===== config.mk =====
export PLATFORM = sky130hd
export DESIGN_NAME = http_response_chunked_parser
export DESIGN_NICKNAME = d
export VERILOG_FILES = /design/src/rtl/hrcp_pkg.sv /design/src/rtl/hrcp_front.sv /design/src/rtl/hrcp_back.sv /design/src/rtl/http_response_chunked_parser.sv
export SDC_FILE = /design/constraint.sdc
export NUM_CORES = 1
export LEC_CHECK = 0
export BUFFER_PORTS_ARGS = -buffer_cell sky130_fd_sc_hd__buf_4
export CAP_MARGIN = 10
export CORE_ASPECT_RATIO = 1.75
export CORE_UTILIZATION = 60
export DETAILED_ROUTE_END_ITERATION = 6
export GPL_ROUTABILITY_DRIVEN = 1
export PLACE_DENSITY = 0.86
export SYNTH_ARGS = -nofsm -noshare
export SYNTH_HDL_FRONTEND = slang
export SYNTH_HIERARCHICAL = 1
export SYNTH_SLANG_ARGS = --single-unit

===== constraint.sdc =====
create_clock -name clk_i -period 10.5 [get_ports clk_i]
set_input_delay 2.1 -clock clk_i [delete_from_list [all_inputs] [get_ports clk_i]]
set_output_delay 2.1 -clock clk_i [all_outputs]
set_load 0.01 [all_outputs]

===== src/rtl/hrcp_pkg.sv =====
// ----------------------------------------------------------------------------
// hrcp_pkg: shared types and constants
// phase codes, fail causes, chunk phases, match strings, the queue entry and the result for the chunked decoder
// ----------------------------------------------------------------------------
package hrcp_pkg;

  localparam logic [2:0] PH_STATUS  = 3'd0;
  localparam logic [2:0] PH_HEADERS = 3'd1;
  localparam logic [2:0] PH_BODY    = 3'd2;
  localparam logic [2:0] PH_FAILED  = 3'd3;
  localparam logic [2:0] PH_DONE    = 3'd4;

  localparam logic [2:0] FC_NONE     = 3'd0;
  localparam logic [2:0] FC_STATUS   = 3'd1;
  localparam logic [2:0] FC_NO_COLON = 3'd2;
  localparam logic [2:0] FC_ENCODING = 3'd3;
  localparam logic [2:0] FC_CHUNK    = 3'd4;
  localparam logic [2:0] FC_EARLY    = 3'd5;

  localparam logic [1:0] CK_LENGTH  = 2'd0;
  localparam logic [1:0] CK_PAYLOAD = 2'd1;
  localparam logic [1:0] CK_TRAILER = 2'd2;

  localparam int unsigned KeyLen = 17;
  localparam int unsigned ValLen = 7;
  localparam int unsigned OkLen  = 6;

  typedef struct packed {
    logic       eos;
    logic [7:0] data;
  } item_t;

  typedef struct packed {
    logic [7:0] content;
    logic       valid;
    logic [2:0] phase;
    logic [2:0] cause;
  } result_t;

  function automatic logic [7:0] ok_char(input logic [2:0] idx);
    case (idx)
      3'd0: ok_char = 8'h32;
      3'd1: ok_char = 8'h30;
      3'd2: ok_char = 8'h30;
      3'd3: ok_char = 8'h20;
      3'd4: ok_char = 8'h4f;
      3'd5: ok_char = 8'h4b;
      default: ok_char = 8'h00;
    endcase
  endfunction

  function automatic logic [7:0] key_char(input logic [4:0] idx);
    case (idx)
      5'd0: key_char = "t";
      5'd1: key_char = "r";
      5'd2: key_char = "a";
      5'd3: key_char = "n";
      5'd4: key_char = "s";
      5'd5: key_char = "f";
      5'd6: key_char = "e";
      5'd7: key_char = "r";
      5'd8: key_char = "-";
      5'd9: key_char = "e";
      5'd10: key_char = "n";
      5'd11: key_char = "c";
      5'd12: key_char = "o";
      5'd13: key_char = "d";
      5'd14: key_char = "i";
      5'd15: key_char = "n";
      5'd16: key_char = "g";
      default: key_char = 8'h00;
    endcase
  endfunction

  function automatic logic [7:0] val_char(input logic [2:0] idx);
    case (idx)
      3'd0: val_char = "c";
      3'd1: val_char = "h";
      3'd2: val_char = "u";
      3'd3: val_char = "n";
      3'd4: val_char = "k";
      3'd5: val_char = "e";
      3'd6: val_char = "d";
      default: val_char = 8'h00;
    endcase
  endfunction

endpackage


===== src/rtl/hrcp_front.sv =====
// ----------------------------------------------------------------------------
// hrcp_front: input stage
// takes input transfers into a two-entry queue toward the decoder
// ----------------------------------------------------------------------------
module hrcp_front (
  input  logic            clk_i,
  input  logic            rst_ni,
  input  logic            in_valid_i,
  output logic            in_ready_o,
  input  hrcp_pkg::item_t in_item_i,
  output logic            q_valid_o,
  input  logic            q_ready_i,
  output hrcp_pkg::item_t q_item_o
);

  hrcp_pkg::item_t mem_q [2];
  logic            wr_ptr_q, wr_ptr_d, rd_ptr_q, rd_ptr_d;
  logic [1:0]      cnt_q, cnt_d;
  logic            push, pop;

  assign in_ready_o = (cnt_q != 2'd2);
  assign q_valid_o  = (cnt_q != 2'd0);
  assign q_item_o   = mem_q[rd_ptr_q];
  assign push = in_valid_i && in_ready_o;
  assign pop  = q_valid_o && q_ready_i;

  always_comb begin
    wr_ptr_d = push ? ~wr_ptr_q : wr_ptr_q;
    rd_ptr_d = pop ? ~rd_ptr_q : rd_ptr_q;
    cnt_d    = cnt_q + {1'b0, push} - {1'b0, pop};
  end

  always_ff @(posedge clk_i or negedge rst_ni) begin
    if (!rst_ni) begin
      wr_ptr_q <= 1'b0;
      rd_ptr_q <= 1'b0;
      cnt_q    <= 2'd0;
    end else begin
      wr_ptr_q <= wr_ptr_d;
      rd_ptr_q <= rd_ptr_d;
      cnt_q    <= cnt_d;
    end
  end

  always_ff @(posedge clk_i) begin
    if (push) begin
      mem_q[wr_ptr_q] <= in_item_i;
    end
  end

endmodule


===== src/rtl/hrcp_back.sv =====
// ----------------------------------------------------------------------------
// hrcp_back: protocol decoder
// per-byte status, header and chunk state update with a registered result
// ----------------------------------------------------------------------------
module hrcp_back #(
  parameter int unsigned CHUNK_LEN_BITS = 32
) (
  input  logic              clk_i,
  input  logic              rst_ni,
  input  logic              q_valid_i,
  output logic              q_ready_o,
  input  hrcp_pkg::item_t   q_item_i,
  output logic              res_valid_o,
  input  logic              res_ready_i,
  output hrcp_pkg::result_t res_o
);

  logic [2:0] phase_q, phase_d;
  logic       pcr_q, pcr_d;
  logic [2:0] smp_q, smp_d;
  logic       sok_q, sok_d;
  logic       le_q, le_d;
  logic       inv_q, inv_d;
  logic [4:0] kmp_q, kmp_d;
  logic       kmm_q, kmm_d;
  logic [2:0] vmp_q, vmp_d;
  logic       vmm_q, vmm_d;
  logic       tss_q, tss_d;
  logic       chm_q, chm_d;
  logic [1:0] ckp_q, ckp_d;
  logic [CHUNK_LEN_BITS-1:0] rem_q, rem_d;
  logic       hdc_q, hdc_d;
  logic       trc_q, trc_d;
  logic       lch_q, lch_d;
  logic [2:0] cause_q, cause_d;
  logic       rv_q;
  hrcp_pkg::result_t res_q, res_d;
  logic       take, valid;
  logic [7:0] b;

  assign q_ready_o   = !rv_q || res_ready_i;
  assign take        = q_valid_i && q_ready_o;
  assign res_valid_o = rv_q;
  assign res_o       = res_q;
  assign b           = q_item_i.data;

  function automatic logic is_hex(input logic [7:0] c);
    is_hex = (c >= "0" && c <= "9") || (c >= "a" && c <= "f") || (c >= "A" && c <= "F");
  endfunction

  function automatic logic [3:0] hex_val(input logic [7:0] c);
    if (c <= "9") hex_val = 4'(c - "0");
    else if (c >= "a") hex_val = 4'(c - "a" + 8'd10);
    else hex_val = 4'(c - "A" + 8'd10);
  endfunction

  always_comb begin
    logic       fire_line_end;
    logic [1:0] nchars;
    logic [7:0] c;
    logic [7:0] lc;
    fire_line_end = 1'b0;
    nchars = 2'd0;
    c = 8'h0d;
    lc = 8'h0d;
    phase_d = phase_q; pcr_d = pcr_q; smp_d = smp_q; sok_d = sok_q;
    le_d = le_q; inv_d = inv_q; kmp_d = kmp_q; kmm_d = kmm_q;
    vmp_d = vmp_q; vmm_d = vmm_q; tss_d = tss_q; chm_d = chm_q;
    ckp_d = ckp_q; rem_d = rem_q; hdc_d = hdc_q; trc_d = trc_q;
    lch_d = lch_q; cause_d = cause_q; valid = 1'b0;

    if (phase_q == hrcp_pkg::PH_STATUS || phase_q == hrcp_pkg::PH_HEADERS) begin
      if (q_item_i.eos) begin
        phase_d = hrcp_pkg::PH_FAILED; cause_d = hrcp_pkg::FC_EARLY; pcr_d = 1'b0;
      end else if (pcr_q) begin
        if (b == 8'h0a) begin
          pcr_d = 1'b0; fire_line_end = 1'b1;
        end else if (b == 8'h0d) begin
          nchars = 2'd1;
        end else begin
          pcr_d = 1'b0; nchars = 2'd2;
        end
      end else if (b == 8'h0d) begin
        pcr_d = 1'b1;
      end else begin
        nchars = 2'd3;
      end
    end

    // up to two line characters: a held CR then the byte
    for (int k = 0; k < 2; k++) begin
      c = 8'h0d;
      if (k == 1 || nchars == 2'd3) c = b;
      lc = (c >= "A" && c <= "Z") ? c + 8'd32 : c;
      if ((k == 0 && nchars != 2'd0) || (k == 1 && nchars == 2'd2)) begin
        if (phase_q == hrcp_pkg::PH_STATUS) begin
          if (!sok_d) begin
            if (smp_d < 3'(hrcp_pkg::OkLen) && c == hrcp_pkg::ok_char(smp_d))
              smp_d = smp_d + 3'd1;
            else
              smp_d = (c == "2") ? 3'd1 : 3'd0;
            if (smp_d >= 3'(hrcp_pkg::OkLen)) sok_d = 1'b1;
          end
        end else begin
          le_d = 1'b0;
          if (!inv_d && c == ":") begin
            inv_d = 1'b1; tss_d = 1'b0; vmp_d = 3'd0; vmm_d = 1'b0;
          end else if (c == " " || c == 8'h09) begin
            if (!inv_d) begin
              if (kmp_d != 5'd0 || kmm_d) tss_d = 1'b1;
            end else if (vmp_d != 3'd0 || vmm_d) tss_d = 1'b1;
          end else if (!inv_d) begin
            if (!tss_d && kmp_d < 5'(hrcp_pkg::KeyLen) && lc == hrcp_pkg::key_char(kmp_d))
              kmp_d = kmp_d + 5'd1;
            else kmm_d = 1'b1;
          end else begin
            if (!tss_d && vmp_d < 3'(hrcp_pkg::ValLen) && lc == hrcp_pkg::val_char(vmp_d))
              vmp_d = vmp_d + 3'd1;
            else vmm_d = 1'b1;
          end
        end
      end
    end

    if (fire_line_end) begin
      if (phase_q == hrcp_pkg::PH_STATUS) begin
        if (sok_q) begin
          phase_d = hrcp_pkg::PH_HEADERS;
          le_d = 1'b1; inv_d = 1'b0; kmp_d = 5'd0; kmm_d = 1'b0;
          vmp_d = 3'd0; vmm_d = 1'b0; tss_d = 1'b0;
        end else begin
          phase_d = hrcp_pkg::PH_FAILED; cause_d = hrcp_pkg::FC_STATUS;
        end
      end else if (le_q) begin
        phase_d = hrcp_pkg::PH_BODY;
        ckp_d = hrcp_pkg::CK_LENGTH; rem_d = '0; hdc_d = 1'b0; trc_d = 1'b0;
        lch_d = 1'b0;
      end else if (!inv_q) begin
        phase_d = hrcp_pkg::PH_FAILED; cause_d = hrcp_pkg::FC_NO_COLON;
      end else if (!kmm_q && kmp_q == 5'(hrcp_pkg::KeyLen) &&
                   !(!vmm_q && vmp_q == 3'(hrcp_pkg::ValLen))) begin
        phase_d = hrcp_pkg::PH_FAILED; cause_d = hrcp_pkg::FC_ENCODING;
      end else begin
        if (!kmm_q && kmp_q == 5'(hrcp_pkg::KeyLen)) chm_d = 1'b1;
        le_d = 1'b1; inv_d = 1'b0; kmp_d = 5'd0; kmm_d = 1'b0;
        vmp_d = 3'd0; vmm_d = 1'b0; tss_d = 1'b0;
      end
    end

    if (phase_q == hrcp_pkg::PH_BODY) begin
      if (!chm_q) begin
        if (q_item_i.eos) phase_d = hrcp_pkg::PH_DONE;
        else valid = 1'b1;
      end else if (q_item_i.eos) begin
        phase_d = hrcp_pkg::PH_FAILED; cause_d = hrcp_pkg::FC_EARLY; pcr_d = 1'b0;
      end else if (ckp_q == hrcp_pkg::CK_PAYLOAD) begin
        valid = 1'b1;
        rem_d = rem_q - CHUNK_LEN_BITS'(1);
        if (rem_d == '0) begin
          ckp_d = hrcp_pkg::CK_TRAILER; trc_d = 1'b0;
        end
      end else if (ckp_q == hrcp_pkg::CK_TRAILER) begin
        trc_d = 1'b1;
        if (trc_q) begin
          if (lch_q) begin
            phase_d = hrcp_pkg::PH_DONE; trc_d = 1'b0;
          end else begin
            ckp_d = hrcp_pkg::CK_LENGTH; rem_d = '0; hdc_d = 1'b0;
            trc_d = 1'b0; pcr_d = 1'b0;
          end
        end
      end else if (pcr_q) begin
        pcr_d = 1'b0;
        if (b != 8'h0a || !hdc_q) begin
          phase_d = hrcp_pkg::PH_FAILED; cause_d = hrcp_pkg::FC_CHUNK;
        end else begin
          if (rem_q == '0) begin
            lch_d = 1'b1; ckp_d = hrcp_pkg::CK_TRAILER;
          end else ckp_d = hrcp_pkg::CK_PAYLOAD;
          trc_d = 1'b0;
        end
      end else if (b == 8'h0d) begin
        pcr_d = 1'b1;
      end else if (!is_hex(b) || rem_q[CHUNK_LEN_BITS-1 -: 4] != 4'd0) begin
        phase_d = hrcp_pkg::PH_FAILED; cause_d = hrcp_pkg::FC_CHUNK;
      end else begin
        rem_d = {rem_q[CHUNK_LEN_BITS-5:0], hex_val(b)};
        hdc_d = 1'b1;
      end
    end

    res_d.content = valid ? b : 8'h00;
    res_d.valid   = valid;
    res_d.phase   = phase_d;
    res_d.cause   = (phase_d == hrcp_pkg::PH_FAILED) ? cause_d : hrcp_pkg::FC_NONE;
  end

  always_ff @(posedge clk_i or negedge rst_ni) begin
    if (!rst_ni) begin
      phase_q <= hrcp_pkg::PH_STATUS; pcr_q <= 1'b0; smp_q <= 3'd0; sok_q <= 1'b0;
      le_q <= 1'b1; inv_q <= 1'b0; kmp_q <= 5'd0; kmm_q <= 1'b0;
      vmp_q <= 3'd0; vmm_q <= 1'b0; tss_q <= 1'b0; chm_q <= 1'b0;
      ckp_q <= hrcp_pkg::CK_LENGTH; rem_q <= '0; hdc_q <= 1'b0; trc_q <= 1'b0;
      lch_q <= 1'b0; cause_q <= hrcp_pkg::FC_NONE; rv_q <= 1'b0;
    end else begin
      if (take) begin
        phase_q <= phase_d; pcr_q <= pcr_d; smp_q <= smp_d; sok_q <= sok_d;
        le_q <= le_d; inv_q <= inv_d; kmp_q <= kmp_d; kmm_q <= kmm_d;
        vmp_q <= vmp_d; vmm_q <= vmm_d; tss_q <= tss_d; chm_q <= chm_d;
        ckp_q <= ckp_d; rem_q <= rem_d; hdc_q <= hdc_d; trc_q <= trc_d;
        lch_q <= lch_d; cause_q <= cause_d;
      end
      if (q_ready_o) rv_q <= take;
    end
  end

  always_ff @(posedge clk_i) begin
    if (take) res_q <= res_d;
  end

endmodule


===== src/rtl/http_response_chunked_parser.sv =====
// ----------------------------------------------------------------------------
// http_response_chunked_parser: chunked http response decoder
// status check, header scan and chunked or identity body pass-through
// ----------------------------------------------------------------------------
// channel   dir  tdata                                   tuser
// s_axis    in   data_byte[7:0]                          command
// m_axis    out  content_byte[7:0], phase_now[10:8],     content_valid
//                fail_cause[13:11], zero pad [15:14]
// one transfer per cycle sustained while the output is not stalled; a result is registered
// after its input transfer in the queue stage, then in the decoder result register
// all per-byte state updates are combinational in the decoder
// reset clears all control state; each side may stall independently
// ----------------------------------------------------------------------------
module http_response_chunked_parser #(
  parameter int unsigned CHUNK_LEN_BITS = 32
) (
  input  logic        clk_i,
  input  logic        rst_ni,
  input  logic        s_axis_tvalid,
  output logic        s_axis_tready,
  input  logic [7:0]  s_axis_tdata,   // data_byte
  input  logic        s_axis_tuser,   // command
  output logic        m_axis_tvalid,
  input  logic        m_axis_tready,
  output logic [15:0] m_axis_tdata,   // content_byte, phase_now, fail_cause, pad
  output logic        m_axis_tuser    // content_valid
);

  hrcp_pkg::item_t   in_item, q_item;
  hrcp_pkg::result_t res;
  logic              q_valid, q_ready;

  assign in_item.eos  = s_axis_tuser;
  assign in_item.data = s_axis_tdata;

  hrcp_front u_front (
    .clk_i      (clk_i),
    .rst_ni     (rst_ni),
    .in_valid_i (s_axis_tvalid),
    .in_ready_o (s_axis_tready),
    .in_item_i  (in_item),
    .q_valid_o  (q_valid),
    .q_ready_i  (q_ready),
    .q_item_o   (q_item)
  );

  hrcp_back #(.CHUNK_LEN_BITS(CHUNK_LEN_BITS)) u_back (
    .clk_i       (clk_i),
    .rst_ni      (rst_ni),
    .q_valid_i   (q_valid),
    .q_ready_o   (q_ready),
    .q_item_i    (q_item),
    .res_valid_o (m_axis_tvalid),
    .res_ready_i (m_axis_tready),
    .res_o       (res)
  );

  assign m_axis_tdata = {2'b00, res.cause, res.phase, res.content};
  assign m_axis_tuser = res.valid;

endmodule


==> Yosys cells after proc, flatten, opt, wreduce, memory -nomap -nowiden <==
Memories as Yosys holds them, arrays and structs flattened.
Index checks and enable logic that the tools add are counted.
{ "totals": {"register_bits": 82, "mem_bits_rw": 18, "mem_bits_ro": 448, "inputBits": 13, "out_inout_bits": 19, "word_cells": 481, "n_memories": 3} }
{ "memory_table": {"columns": ["memory", "words", "word_bits", "read_ports", "rd_ports_with_merged_regs", "write_ports", "line", "source"], "rows": [
  ["(name not given)", 32, 7, 1, 0, 0, "hrcp_pkg.sv:53", "case (idx)"],
  ["(name not given)", 32, 7, 1, 0, 0, "hrcp_pkg.sv:53", null],
  ["u_front.mem_q", 2, 9, 1, 0, 1, "hrcp_front.sv:16", "hrcp_pkg::item_t mem_q [2];"]
]} }
{ "classes": {"addsub": 16, "magnitude_cmp": 17, "eq_ne": 49, "mux": 304, "bitwise": 5, "n_reduce_logical": 61} }
{ "ops": {"columns": ["op", "count"], "rows": [
  ["$mux 32", 13],
  ["$mux 8", 29],
  ["$mux 3", 68],
  ["$mux 1", 149],
  ["$pmux 7 s7", 2],
  ["$mux 5", 18],
  ["$pmux 7 s5", 2],
  ["$logic_not 32->1", 2],
  ["$eq 8x6->1 const B", 6],
  ["$eq 8x8->1", 6],
  ["$mux 2", 21],
  ["$eq 3x3->1 const B", 11],
  ["$eq 8x4->1 const B", 4],
  ["$le 8x7->1 const B", 4],
  ["$sub 32x1->32 const B", 1],
  ["$eq 3x2->1 const B", 10],
  ["$ge 8x7->1 const B", 3],
  ["$logic_and 1x1->1", 22],
  ["$add 8x6->8 const B", 2],
  ["$eq 3x1->1 const B", 5],
  ["$logic_not 3->1", 5],
  ["$add 3x1->3 const B", 4],
  ["$logic_or 1x1->1", 12],
  ["$lt 3x3->1 const B", 4],
  ["other kinds (23)", 49]
]} }

==> Longest topological paths before layout <==
An unclocked memory read counts as a cell.
{ "logic_depth": {"word_depth": 43, "depth_mapped": 26, "ltp_nobuf": 24} }

==> By module <==
The synthesis kept the hierarchy.
{ "by_module_without_submodules": {"columns": ["mod", "n_inst", "cells_each", "area_each_um2", "seq_area_each_um2"], "rows": [
  ["hrcp_back", 1, 1047, 8077.7, 2028.2],
  ["hrcp_front", 1, 45, 845.8, 640.6],
  ["http_response_chunked_parser", 1, 3, 18.8, 0.0]
]} }

==> Worst setup path after synthesis <==
Ideal clock, no wire load.
{ "synth_timing": {"path_type": "flip-flop to flip-flop", "startpoint": "reg u_front.rd_ptr_q", "endpoint": "reg u_back.kmp_q[2]", "setup_ns": 0.126, "arrival_ns": 5.650, "t_required_ns": 10.374, "path_slack_ns": 4.724, "stages_incl_launch_ff": 24, "period_less_slack_ns": 5.776, "cell_sequence": "dfrtp_1 -> buf_2 -> mux2_1 -> or4_4 -> buf_6 -> buf_6 -> nor2_2 -> ha_1 -> a31o_2 -> o41a_1 -> a31oi_2 -> nand4_2 -> nor3_2 -> mux2i_1 -> ha_1 -> xor2_1 -> nand2_1 -> mux2_1 -> o22ai_1 -> mux2i_1 -> or2_2 -> nor4b_4 -> nor3_1 -> a221o_1"} }
{ "synth_lines": {"columns": ["element", "line", "source"], "rows": [
  ["start, declared", "hrcp_front.sv:17", "logic wr_ptr_q, wr_ptr_d, rd_ptr_q, rd_ptr_d;"],
  ["start signal, assigned", "hrcp_front.sv:40", "rd_ptr_q <= rd_ptr_d;"],
  ["end signal, assigned", "hrcp_back.sv:208", "le_q <= le_d; inv_q <= inv_d; kmp_q <= kmp_d; kmm_q <= kmm_d;"],
  ["end, declared", "hrcp_back.sv:24", "logic [4:0] kmp_q, kmp_d;"]
]} }

==> run metrics <==
status completed; Worst Hold Depth 1; slew at the pin closest to its max-slew limit 1.05 ns; Reg2Reg Launch Point u_front/rd_ptr_q; vias in the first global route 8901; Hold Buf Count CTS 0; Leak 3.83 nW; Metal-1 WL 9.36 mm; clock tree buffer depth 2; Pwr Density 198 mW/mm²; most frequent cell on the critical path ha_1; CP delay by family, top simple AND/OR/NAND/NOR gates; synthesized area per cell 8.17 µm²; Psw 0.000893 W; #FFs+latches synth 100; Max Slew Vio Count 0; Area Overhead vs Synth 5.86%; Min-Delay Startpoint u_front/wr_ptr_q; share of layout cells above drive strength 1 0.100; Gate power share 0.531; Seq/Total Area, Yosys 0.298; top post-synthesis cells by area dfrtp_1 (18%), edfxtp_1 (11%), ha_1 (6.9%); RePlAce Congestion 0.980; WS Path Type reg2reg; Primary FF master, synth dfrtp_1; EDFF count, synth 33; Clock Pin Slew Worst Setup and Hold Paths 0.08 ns; Post-CTS Resized 0; HPWL Detailed 20.2 mm; CTS sink count 100; Wirelength per Cell 22.3 µm; Synth top area share 0.185; Max-Cap Viols 0; initial DRC count 922; TritonCTS clock tree done; Final Hold Vio Count 0; Startpoint Class register; Switching Share 0.476; Rows 58; metal2 WL 14.0 mm; critical path's slowest cell or4_4; unrepaired setup endpoints after global routing false; Layout fillers 1230; Placement Cell Area 0.00919 mm²; Port Buffers 29; setup_tns 0 ns; Finish-stage setup viols 0; Post-Syn Area 0.00894 mm²; FMAX 0.142 GHz; R2R Setup Slk 3.45 ns; # DRC 0; Internal 0.000985 W; antenna violations before repair 0; routed via count 9048; skew final 0.0121 ns; final WL 28.3 mm; crit-path max cell delay 0.78 ns; root buffer cell clkbuf_16; Core Util, Final 0.656; synth warn 6; CP bufs+invs 0; Setup WS post-layout 3.45 ns; routed wl met3 2.32 mm; hold endpoint u_front/wr_ptr_q; normalized max-slew margin 0.299; worst reg2reg path depth 22; Clock Latency Late Sink 0.37 ns; synth unique cells 102; CP endpoint kind register; core area 0.0144 mm²; R2R Path End u_back/kmp_q[2]; io pins 32; die area 0.0154 mm²; Fin Hold WS 0.497 ns; top routing layer in use met4; Crit. path cell count 22; maximum vdd drop 0.000117 V; Seq pwr share 0.293; pre-CTS setup slack 3.65 ns; # Post-CTS Setup Buffers 0; Arr. time, crit path 7.30 ns; antenna cells 0; commonest non-fill, non-tap cells in the layout nand2_1 (111), o21ai_0 (100), nor2_1 (97); Die X 94.3 µm; first-pass GRT wire length 45.5 mm; Post-synth ARST share 0.670; Die H 163 µm; crit path max fanout 21; cell area after layout 0.00947 mm²; Post-Syn Instances 1095; final net count 1147; Post-DRT Antenna Nets 0; Tmin final 7.05 ns; CTS Buf Count 9; first drt pass iteration count 7; grt ovf 0; Clock Power Share 0.176; Synth area leader dfrtp_1; Crit path required time 10.75 ns; Cell Chain, Critical Path mux2_1 -> or4_4 -> nor2_2 -> ha_1 -> a31o_2 -> o41a_1 -> a31oi_2 -> nand4_2 -> nor3_2 -> mux2i_1 -> ha_1 -> ha_1 -> nand2b_1 -> nand2_1 -> nor4_1 -> a21oi_1 -> a21oi_1 -> o311a_1 -> o2111ai_1 -> nor4b_4 -> nor3_1 -> a221o_1; most common cell after layout, fill and taps aside nand2_1; Final Cycle Share 0.671; Initial Utilization 0.619; vias per cell 7.12; Hold Path Class reg2reg; pin count of the biggest net entering global routing 68; GRT Overall Usage 0.384; htree depth 3
==> cell families after synthesis <==
| family | after synthesis | synth area share |
|---|---|---|
| mux | 30 | 0.0368 |
| compound gates | 326 | 0.246 |
| fa+ha+maj | 49 | 0.0686 |
| simple gates | 442 | 0.263 |
| flops | 100 | 0.298 |
| buf+inv | 113 | 0.0537 |
| other cells | 1 | 0.000419 |
| xor+xnor | 34 | 0.0333 |
==> power by group through the flow <==
stage	Sequential, W	Clock, W	Combinational, W
final	0.000551	0.000330	0.000997
after global placement	0.000551	0	0.000933
after floorplan	0.000531	0	0.000709
after detailed placement	0.000554	0	0.000956
after global routing	0.000558	0.000345	0.00107
after CTS	0.000546	0.000327	0.000961
==> synth_stat cells, drive strengths merged, types with 7 or more instances <==
library cell  count
nand2           112
o21ai           107
nor2            100
a21oi            68
dfrtp            66
nor3             50
ha               49
inv              48
clkbuf           46
nand3            40
edfxtp           33
nor4             23
a31oi            21
xnor2            20
buf              18
mux2i            16
nand4            16
nand2b           15
and3             14
xor2             14
a211oi           13
a22oi            13
mux2             13
or3              13
a22o             12
o31ai            10
nor2b             9
a221oi            8
o211ai            7
==> worst max path at each step <==
stage,from,endpoint
2_1_floorplan,u_front/rd_ptr_q,u_back/kmp_q[2]
3_3_place_gp,u_front/rd_ptr_q,u_back/kmp_q[2]
3_5_place_dp,u_front/rd_ptr_q,u_back/kmp_q[2]
4_1_cts,u_front/rd_ptr_q,u_back/kmp_q[2]
5_1_grt,u_front/rd_ptr_q,u_back/kmp_q[0]
6_report,u_front/rd_ptr_q,u_back/kmp_q[2]
==> worst reg2reg max path: cells and delay by family, from the launching register on <==
kind            cells  cell delay [ns]
mux                 2             1.18
flops               1             0.59
compound gates      8             1.76
simple gates        9             2.68
fa+ha+maj           3             0.73
==> flip-flops by register name, summed over array words and instances, names as in the netlist, 2 cells and up <==
register / flops
u_back/res_o: 15
u_back/rem_q: 32
u_back/smp_q: 3
u_front/mem_q: 18
u_back/kmp_q: 5
u_back/cause_q: 3
u_back/vmp_q: 3
u_back/phase_q: 3
u_back/ckp_q: 2
u_front/cnt_q: 2
==> final cells by class <==
type,instances,area (µm²),area share
clock buffers,10,229,0.0242
clock inverters,6,45.0,0.00476
inverters,49,184,0.0194
multi-input cells,883,5800,0.613
flip-flops and latches,100,2670,0.282
well taps,180,225,0.0238
repair buffers,42,315,0.0333
==> per-layer routing <==
layer  up-vias  global-route usage
met3       231               0.113
met4         0               0.344
met1      4216               0.377
met5         -                   0
met2       564               0.640
li1       4037                   -
==> per-stage QoR <==
step	instances	power, W
floorplan	1096	0.00124
global placement	1254	0.00148
detailed placement	1254	0.00151
CTS	1270	0.00183
global route	1270	0.00198
finish	1270	0.00188
Power figures use the tool's default switching activity.
